**config.mk**
```make
export PLATFORM = sky130hd
export DESIGN_NAME = integer_matrix_multiply
export DESIGN_NICKNAME = d
export VERILOG_FILES = /design/src/hw/rtl/imm_pkg.sv /design/src/hw/rtl/imm_ram.sv /design/src/hw/rtl/imm_mac.sv /design/src/hw/rtl/integer_matrix_multiply.sv
export SDC_FILE = /design/constraint.sdc
export NUM_CORES = 2
export LEC_CHECK = 0
export ABC_CLOCK_PERIOD_IN_PS = 7000
export BUFFER_PORTS_ARGS = -buffer_cell sky130_fd_sc_hd__buf_2
export CAP_MARGIN = 20
export CELL_PAD_IN_SITES_DETAIL_PLACEMENT = 1
export CELL_PAD_IN_SITES_GLOBAL_PLACEMENT = 1
export CORE_AREA = 2 2 416 418
export DETAILED_ROUTE_END_ITERATION = 8
export DIE_AREA = 0 0 418 420
export PLACE_DENSITY = 0.8
export SLEW_MARGIN = 20
export SYNTH_ARGS = -nofsm -noshare
export SYNTH_HDL_FRONTEND = slang
export SYNTH_SLANG_ARGS = --single-unit
```
**constraint.sdc**
```tcl
create_clock -name clk_i -period 7 [get_ports clk_i]
set_input_delay 1.05 -clock clk_i [delete_from_list [all_inputs] [get_ports clk_i]]
set_output_delay 1.05 -clock clk_i [all_outputs]
set_load 0.01 [all_outputs]
```
**src/hw/rtl/imm_pkg.sv**
```systemverilog
// ----------------------------------------------------------------------------
// imm_pkg
// Shared types, constants and helpers for the integer matrix multiply block.
// ----------------------------------------------------------------------------
package imm_pkg;

  localparam int MAX_DIM   = 8;
  localparam int ELEM_BITS = 16;

  localparam int DEPTH     = MAX_DIM * MAX_DIM;
  localparam int AW        = $clog2(DEPTH);
  localparam int CNT_W     = $clog2(MAX_DIM);
  localparam int MUL_W     = 2 * ELEM_BITS;
  localparam int PROD_W    = 35;
  localparam int EXT_W     = (MUL_W > PROD_W) ? MUL_W : PROD_W;

  // Fixed field widths
  localparam int KIND_W    = 2;
  localparam int IDX_W     = 3;
  localparam int VALUE_W   = 16;
  localparam int DIM_W     = 4;
  localparam int CFG_IDX_W = 2;

  localparam logic [KIND_W-1:0] KIND_WR_A  = 2'd0;
  localparam logic [KIND_W-1:0] KIND_WR_B  = 2'd1;
  localparam logic [KIND_W-1:0] KIND_START = 2'd2;

  localparam logic [CFG_IDX_W-1:0] REG_ROWS_A    = 2'd0;
  localparam logic [CFG_IDX_W-1:0] REG_INNER_DIM = 2'd1;
  localparam logic [CFG_IDX_W-1:0] REG_COLS_B    = 2'd2;

  localparam logic [DIM_W-1:0] DIM_RESET = 4'd8;

  typedef enum logic [1:0] {
    ST_IDLE,
    ST_RUN,
    ST_DRAIN,
    ST_EMIT
  } state_e;

  // Tag travelling alongside the read data through the MAC pipeline
  typedef struct packed {
    logic valid;
    logic first;
    logic last;
  } mac_ctrl_t;

  // Last loop index for a dimension register; 0 acts as 1, large values saturate
  function automatic logic [CNT_W-1:0] dim_last(input logic [DIM_W-1:0] d);
    int v;
    v = int'(d);
    if (v < 1) v = 1;
    if (v > MAX_DIM) v = MAX_DIM;
    return CNT_W'(v - 1);
  endfunction

  function automatic logic [AW-1:0] mem_addr(input int row, input int col);
    return AW'(row * MAX_DIM + col);
  endfunction

endpackage

```
**src/hw/rtl/imm_ram.sv**
```systemverilog
// ----------------------------------------------------------------------------
// imm_ram
// Generic single-write, single-read RAM with registered read data.
// ----------------------------------------------------------------------------
module imm_ram #(
  parameter int WIDTH = 16,
  parameter int DEPTH = 64
) (
  input  logic                     clk_i,
  input  logic                     we_i,
  input  logic [$clog2(DEPTH)-1:0] waddr_i,
  input  logic [WIDTH-1:0]         wdata_i,
  input  logic [$clog2(DEPTH)-1:0] raddr_i,
  output logic [WIDTH-1:0]         rdata_o
);

  logic [WIDTH-1:0] mem_q [DEPTH];
  logic [WIDTH-1:0] rdata_q;

  always_ff @(posedge clk_i) begin
    if (we_i) begin
      mem_q[waddr_i] <= wdata_i;
    end
    rdata_q <= mem_q[raddr_i];
  end

  assign rdata_o = rdata_q;

endmodule

```
**src/hw/rtl/imm_mac.sv**
```systemverilog
// ----------------------------------------------------------------------------
// imm_mac
// Shared multiply-accumulate unit: registered multiply, then accumulate.
// ----------------------------------------------------------------------------
module imm_mac
  import imm_pkg::*;
(
  input  logic                     clk_i,
  input  logic                     rst_ni,
  input  mac_ctrl_t                ctrl_i,
  input  logic signed [ELEM_BITS-1:0] a_i,
  input  logic signed [ELEM_BITS-1:0] b_i,
  output logic signed [PROD_W-1:0] acc_o,
  output logic                     done_o
);

  logic signed [MUL_W-1:0]  mul_q;
  mac_ctrl_t                mul_ctrl_q;
  logic signed [PROD_W-1:0] acc_q, acc_d;
  logic signed [EXT_W-1:0]  mul_ext;
  logic signed [PROD_W-1:0] mul_trim;
  logic                     done_q;

  always_ff @(posedge clk_i) begin
    mul_q <= a_i * b_i;
  end

  always_ff @(posedge clk_i or negedge rst_ni) begin
    if (!rst_ni) begin
      mul_ctrl_q <= '0;
      done_q     <= 1'b0;
    end else begin
      mul_ctrl_q <= ctrl_i;
      done_q     <= mul_ctrl_q.valid && mul_ctrl_q.last;
    end
  end

  // Sums wrap modulo 2^PROD_W
  assign mul_ext  = EXT_W'(mul_q);
  assign mul_trim = mul_ext[PROD_W-1:0];

  always_comb begin
    acc_d = acc_q;
    if (mul_ctrl_q.valid) begin
      acc_d = mul_ctrl_q.first ? mul_trim : acc_q + mul_trim;
    end
  end

  always_ff @(posedge clk_i) begin
    acc_q <= acc_d;
  end

  assign acc_o  = acc_q;
  assign done_o = done_q;

endmodule

```
**src/hw/rtl/integer_matrix_multiply.sv**
```systemverilog
// ----------------------------------------------------------------------------
// integer_matrix_multiply
// Loads A and B element by element, then streams C = A * B in row-major order.
// ----------------------------------------------------------------------------
// Write transactions are accepted back to back while no run is in progress.
// A start walks every product element with one shared MAC: inner_dim store
// reads, then a drain of the MAC pipeline, then hand-off to the output
// register, which waits while the receiver stalls. Input is stalled for
// the run. Reset sets all dimensions to 8; the stores are not cleared and
// hold undefined data until written.
module integer_matrix_multiply
  import imm_pkg::*;
(
  input  logic                        clk_i,
  input  logic                        rst_ni,
  // input transactions
  input  logic                        in_valid_i,
  output logic                        in_stall_o,
  input  logic [KIND_W-1:0]           in_kind_i,
  input  logic [IDX_W-1:0]            in_row_i,
  input  logic [IDX_W-1:0]            in_col_i,
  input  logic signed [VALUE_W-1:0]   in_value_i,
  // results
  output logic                        out_valid_o,
  input  logic                        out_stall_i,
  output logic [IDX_W-1:0]            out_row_o,
  output logic [IDX_W-1:0]            out_col_o,
  output logic signed [PROD_W-1:0]    out_product_o,
  output logic                        out_last_o,
  // configuration
  input  logic                        cfg_valid_i,
  output logic                        cfg_ready_o,
  input  logic [CFG_IDX_W-1:0]        cfg_index_i,
  input  logic [DIM_W-1:0]            cfg_data_i
);

  state_e state_q, state_d;

  logic [DIM_W-1:0] rows_a_q, inner_dim_q, cols_b_q;
  logic [CNT_W-1:0] r_q, c_q, k_q;
  logic [CNT_W-1:0] nr_last, nk_last, nc_last;

  logic in_accept, start, wr_ok, we_a, we_b;
  logic [AW-1:0] waddr, raddr_a, raddr_b;
  logic signed [ELEM_BITS-1:0] wdata, rdata_a, rdata_b;

  logic issue, load_out, el_last;
  mac_ctrl_t iss_q;
  logic signed [PROD_W-1:0] acc;
  logic mac_done;

  logic                     out_valid_q;
  logic [IDX_W-1:0]         out_row_q, out_col_q;
  logic signed [PROD_W-1:0] out_product_q;
  logic                     out_last_q;

  // ---- configuration ----
  assign cfg_ready_o = 1'b1;

  always_ff @(posedge clk_i or negedge rst_ni) begin
    if (!rst_ni) begin
      rows_a_q    <= DIM_RESET;
      inner_dim_q <= DIM_RESET;
      cols_b_q    <= DIM_RESET;
    end else if (cfg_valid_i) begin
      unique case (cfg_index_i)
        REG_ROWS_A:    rows_a_q    <= cfg_data_i;
        REG_INNER_DIM: inner_dim_q <= cfg_data_i;
        REG_COLS_B:    cols_b_q    <= cfg_data_i;
        default:       ;
      endcase
    end
  end

  assign nr_last = dim_last(rows_a_q);
  assign nk_last = dim_last(inner_dim_q);
  assign nc_last = dim_last(cols_b_q);

  // ---- input side ----
  assign in_accept = in_valid_i && !in_stall_o;
  assign start     = in_accept && (in_kind_i == KIND_START);
  assign wr_ok     = (int'(in_row_i) < MAX_DIM) && (int'(in_col_i) < MAX_DIM);
  assign we_a      = in_accept && wr_ok && (in_kind_i == KIND_WR_A);
  assign we_b      = in_accept && wr_ok && (in_kind_i == KIND_WR_B);
  assign waddr     = mem_addr(int'(in_row_i), int'(in_col_i));
  assign wdata     = ELEM_BITS'(in_value_i);

  assign raddr_a   = mem_addr(int'(r_q), int'(k_q));
  assign raddr_b   = mem_addr(int'(k_q), int'(c_q));

  imm_ram #(.WIDTH(ELEM_BITS), .DEPTH(DEPTH)) u_store_a (
    .clk_i   (clk_i),
    .we_i    (we_a),
    .waddr_i (waddr),
    .wdata_i (wdata),
    .raddr_i (raddr_a),
    .rdata_o (rdata_a)
  );

  imm_ram #(.WIDTH(ELEM_BITS), .DEPTH(DEPTH)) u_store_b (
    .clk_i   (clk_i),
    .we_i    (we_b),
    .waddr_i (waddr),
    .wdata_i (wdata),
    .raddr_i (raddr_b),
    .rdata_o (rdata_b)
  );

  // ---- sequencer ----
  assign el_last = (r_q == nr_last) && (c_q == nc_last);

  always_comb begin
    state_d = state_q;
    unique case (state_q)
      ST_IDLE:  if (start) state_d = ST_RUN;
      ST_RUN:   if (k_q == nk_last) state_d = ST_DRAIN;
      ST_DRAIN: if (mac_done) state_d = ST_EMIT;
      ST_EMIT:  if (load_out) state_d = el_last ? ST_IDLE : ST_RUN;
      default:  state_d = ST_IDLE;
    endcase
  end

  always_comb begin
    in_stall_o = (state_q != ST_IDLE);
    issue      = (state_q == ST_RUN);
    load_out   = (state_q == ST_EMIT) && (!out_valid_q || !out_stall_i);
  end

  always_ff @(posedge clk_i or negedge rst_ni) begin
    if (!rst_ni) begin
      state_q <= ST_IDLE;
      r_q     <= '0;
      c_q     <= '0;
      k_q     <= '0;
      iss_q   <= '0;
    end else begin
      state_q     <= state_d;
      iss_q.valid <= issue;
      iss_q.first <= (k_q == '0);
      iss_q.last  <= (k_q == nk_last);
      if (start) begin
        r_q <= '0;
        c_q <= '0;
        k_q <= '0;
      end else if (issue) begin
        k_q <= (k_q == nk_last) ? '0 : k_q + 1'b1;
      end else if (load_out && !el_last) begin
        if (c_q == nc_last) begin
          c_q <= '0;
          r_q <= r_q + 1'b1;
        end else begin
          c_q <= c_q + 1'b1;
        end
      end
    end
  end

  imm_mac u_mac (
    .clk_i  (clk_i),
    .rst_ni (rst_ni),
    .ctrl_i (iss_q),
    .a_i    (rdata_a),
    .b_i    (rdata_b),
    .acc_o  (acc),
    .done_o (mac_done)
  );

  // ---- output register ----
  always_ff @(posedge clk_i or negedge rst_ni) begin
    if (!rst_ni) begin
      out_valid_q <= 1'b0;
    end else if (load_out) begin
      out_valid_q <= 1'b1;
    end else if (!out_stall_i) begin
      out_valid_q <= 1'b0;
    end
  end

  always_ff @(posedge clk_i) begin
    if (load_out) begin
      out_row_q     <= IDX_W'(r_q);
      out_col_q     <= IDX_W'(c_q);
      out_product_q <= acc;
      out_last_q    <= el_last;
    end
  end

  assign out_valid_o   = out_valid_q;
  assign out_row_o     = out_row_q;
  assign out_col_o     = out_col_q;
  assign out_product_o = out_product_q;
  assign out_last_o    = out_last_q;

  // ---- assertions ----
  a_done_in_drain: assert property (@(posedge clk_i) disable iff (!rst_ni)
    mac_done |-> state_q == ST_DRAIN)
    else $error("MAC finished outside drain");

  a_run_order: assert property (@(posedge clk_i) disable iff (!rst_ni)
    state_q == ST_RUN |=> state_q == ST_RUN || state_q == ST_DRAIN)
    else $error("run left without draining");

  a_start_clears: assert property (@(posedge clk_i) disable iff (!rst_ni)
    start |=> state_q == ST_RUN && k_q == '0 && r_q == '0 && c_q == '0)
    else $error("start did not reset loop counters");

  a_last_corner: assert property (@(posedge clk_i) disable iff (!rst_ni)
    out_valid_o && out_last_o |->
      out_row_o == IDX_W'(nr_last) && out_col_o == IDX_W'(nc_last))
    else $error("last flag on wrong element");

endmodule

```
==> flow_summary.toml <==
[setup_path]
startpoint_type = "register"
reg2regPathDepth = 20
worstPathRequired_ns = 7.73
critical_path.startpoint = "u_store_a.rdata_o[10]"
worstSetupEndpointType = "register"
crit-reg2reg-capture = "u_mac.mul_q[31]"
worstPathArrival_ns = 7.42
timing.rr.start = "u_store_a.rdata_o[10]"
rrSetupSlack_ns = 0.31
path_max_fanout = 16
crit_type = "reg2reg"

[sta]
slew_headroom_pct = 21.2
worst_pin_slew_ns = 1.18
period_share_pct = 95.5
finalSetupViolations = 0
skew_ns = 0.0368
rsz0062_at_grt = "no"
fmax_ghz = 0.150
final.setup.tns_ns = 0
fin_crit_ns = 6.69
hold_viol = 0
slew_viol_final = 0

[die]
die-area_um2 = 176000
initial_core_util_pct = 55.6
core_area_um2 = 171000
fp-row-count = 152
fp.dieW_um = 418
boundaryPins = 80
die_h_um = 420

[route]
vias_per_cell = 6.64
wl_per_cell_um = 35.4
drt_iter0_drc = 6342
drcViolationCount = 0
via_count = 49400
firstDrtPassIters = 5
ant_nets = 0
routed_wl_um = 263000

[placed_design]
numPortBuffers = 78
place_hpwl_um = 150000
gp_congestion = 0.840
dpl_cell_area_um2 = 99000

[clock_tree]
cts-root-buf = "clkbuf_16"
ctsResizeCount = 0
cts_tree = "done"
clk_pin_slew_ns = 0.07
h-tree-depth = 4
clockBufferDepth = 3
cts_buffers = 213
clock-sinks = 2220
ctsHoldBuffers = 0
cts_setup_buffers = 0
clock_latency_ns = 0.87

[synthesis]
ys_warn_count = 0
synth_edf_count = 2125
synth_top_family_by_area = "multiplexers"
synthAdderAreaFrac_pct = 7.22
netlist_instances = 4750
synth.top_cell.area_share_pct = 67.1
ys_types = 61
synthXorXnorAreaFrac_pct = 0.718
synth_mux_area_share_pct = 16.2
synth_nets = 5176
synthFlopType = "edfxtp_1"
syn-cell-area_um2 = 95100
synthArstFlopShare_pct = 1.40
synthTopCellsByArea = "edfxtp_1 67%, mux4_2 16%, fa_1 5.5%, ha_1 1.7%, dfxtp_1 1.3%"
yosys.area_share.simple_pct = 3.03
synth-compound-area-share_pct = 1.38
seq_area_frac_synth_pct = 69.2
synth-seq-cells = 2220
syn_area_per_cell_um2 = 20.0
synth_top_area_cell = "edfxtp_1"

[global_route]
antenna_found_initial = 39
grt_pass1_wl_um = 381000
first_global_vias = 52200
grt_use_total_pct = 30.7
grt_max_degree = 119
grt-ovfl-total = 0

[flow_run]
drv_cap = 0

[cells_and_area]
multi_input_area_um2 = 27100
register_area_um2 = 65900
final_util_pct = 62.1
syn_to_final_growth_pct = 11.6
drive_above_1_share_pct = 24.8
final_area_um2 = 106000
final_net_count = 5446
n_fill_cell = 14100

[min_path]
min_path_type = "in2async"

[run_status]
status = "finished, final reports clean"
## flip-flops by register name, indices dropped and copies added (netlist names), 2 cells and up
| signal | cells |
|---|---|
| u_mac.mul_ctrl_q | 3 |
| inner_dim_q | 4 |
| out_col_o | 3 |
| u_mac.mul_q | 32 |
| r_q | 3 |
| k_q | 3 |
| cols_b_q | 4 |
| out_row_o | 3 |
| rows_a_q | 4 |
| u_mac.acc_o | 35 |
| iss_q | 3 |
| c_q | 3 |
| state_q | 2 |
| u_store_a.rdata_o | 16 |
| u_store_b.mem_q | 1024 |
| u_store_b.rdata_o | 16 |
| u_store_a.mem_q | 1024 |
| out_product_o | 35 |
## layout make-up
type | count | area share [%]
timing repair buffer | 266 | 1.93
tap | 2233 | 2.63
multi-input combinational | 1982 | 25.6
antenna | 10 | 0.0236
clock inverter | 135 | 1.29
sequential | 2220 | 62.1
clock buffer | 260 | 5.30
inverter | 337 | 1.19
## cells by family (layout without fill, tap and decap cells)
group	after synthesis	count (layout)
DFF	2220	2220
muxes	693	693
and+or+nand+nor	604	604
buffers and inverters	548	998
adders and majority gates	391	391
AOI/OAI and AO/OA	215	215
xor gates and xnor gates	78	78
other	1	11
## how the worst max path moves through the flow
| stage | endpoint | slack (ns) |
|---|---|---|
| floorplan | u_mac.mul_q[31] | 1.11 |
| global placement | u_mac.mul_q[31] | 0.56 |
| detailed placement | u_mac.mul_q[31] | 0.38 |
| CTS | u_mac.mul_q[31] | 0.32 |
| global route | u_mac.mul_q[31] | 0.03 |
| finish | u_mac.mul_q[31] | 0.31 |
## placed cells by master (no fill, tap or decap), types with 38 or more instances in the layout
master	instances
and2_1	123
buf_2	62
ha_1	128
a21oi_1	61
nand2_1	192
nor2_1	177
inv_1	337
edfxtp_1	2125
mux4_2	672
dfxtp_1	64
clkbuf_16	216
clkinv_1	48
fa_1	263
xnor2_1	57
clkbuf_1	38
o21ai_0	64
buf_4	185
## per-stage QoR
| step | hold WS (ns) | instances | setup WS (ns) |
|---|---|---|---|
| after floorplan | 0.331 | 4750 | 1.11 |
| after global placement | 0.333 | 7035 | 0.557 |
| after detailed placement | 0.339 | 7035 | 0.384 |
| after CTS | 0.301 | 7430 | 0.324 |
| after global routing | 0.360 | 7436 | 0.0257 |
| final | 0.353 | 7443 | 0.313 |
## per-layer routing
metal  up-vias  routed length (µm)  GRT usage (%)  part of all wire [%]
met5         -                 192              0                 0.073
met4        28               10300           11.8                   3.9
met3       607               26100           6.65                   9.9
met2      3256              131000           50.0                    50
met1     26300               96100           40.9                    37
li1      19200                   -              -                     -
## cell usage after synthesis, types with 29 or more instances
library cell,number
a21o_1,29
a21oi_1,61
and2_1,123
buf_2,59
clkbuf_1,135
dfxtp_1,64
edfxtp_1,2125
fa_1,263
ha_1,128
inv_1,337
mux4_2,672
nand2_1,192
nor2_1,177
o21ai_0,64
xnor2_1,57
## worst max-delay path, cell delays in order (launching register included)
cell and delay [ns]:
dfxtp_1 0.81, nand2_1 0.21, fa_1 0.54, fa_1 0.52, fa_1 0.56, inv_1 0.07, fa_1 0.49, fa_1 0.49
inv_1 0.05, fa_1 0.47, inv_1 0.04, ha_1 0.36, a41oi_1 0.25, o221ai_1 0.15, a31oi_1 0.35, o21ai_0 0.25
o31a_1 0.36, a21oi_1 0.23, o31ai_1 0.11, a21oi_1 0.17, xnor2_1 0.08
Power is not shown: default switching activity piles up to over one toggle a cycle in this logic, so the estimate is an artifact.
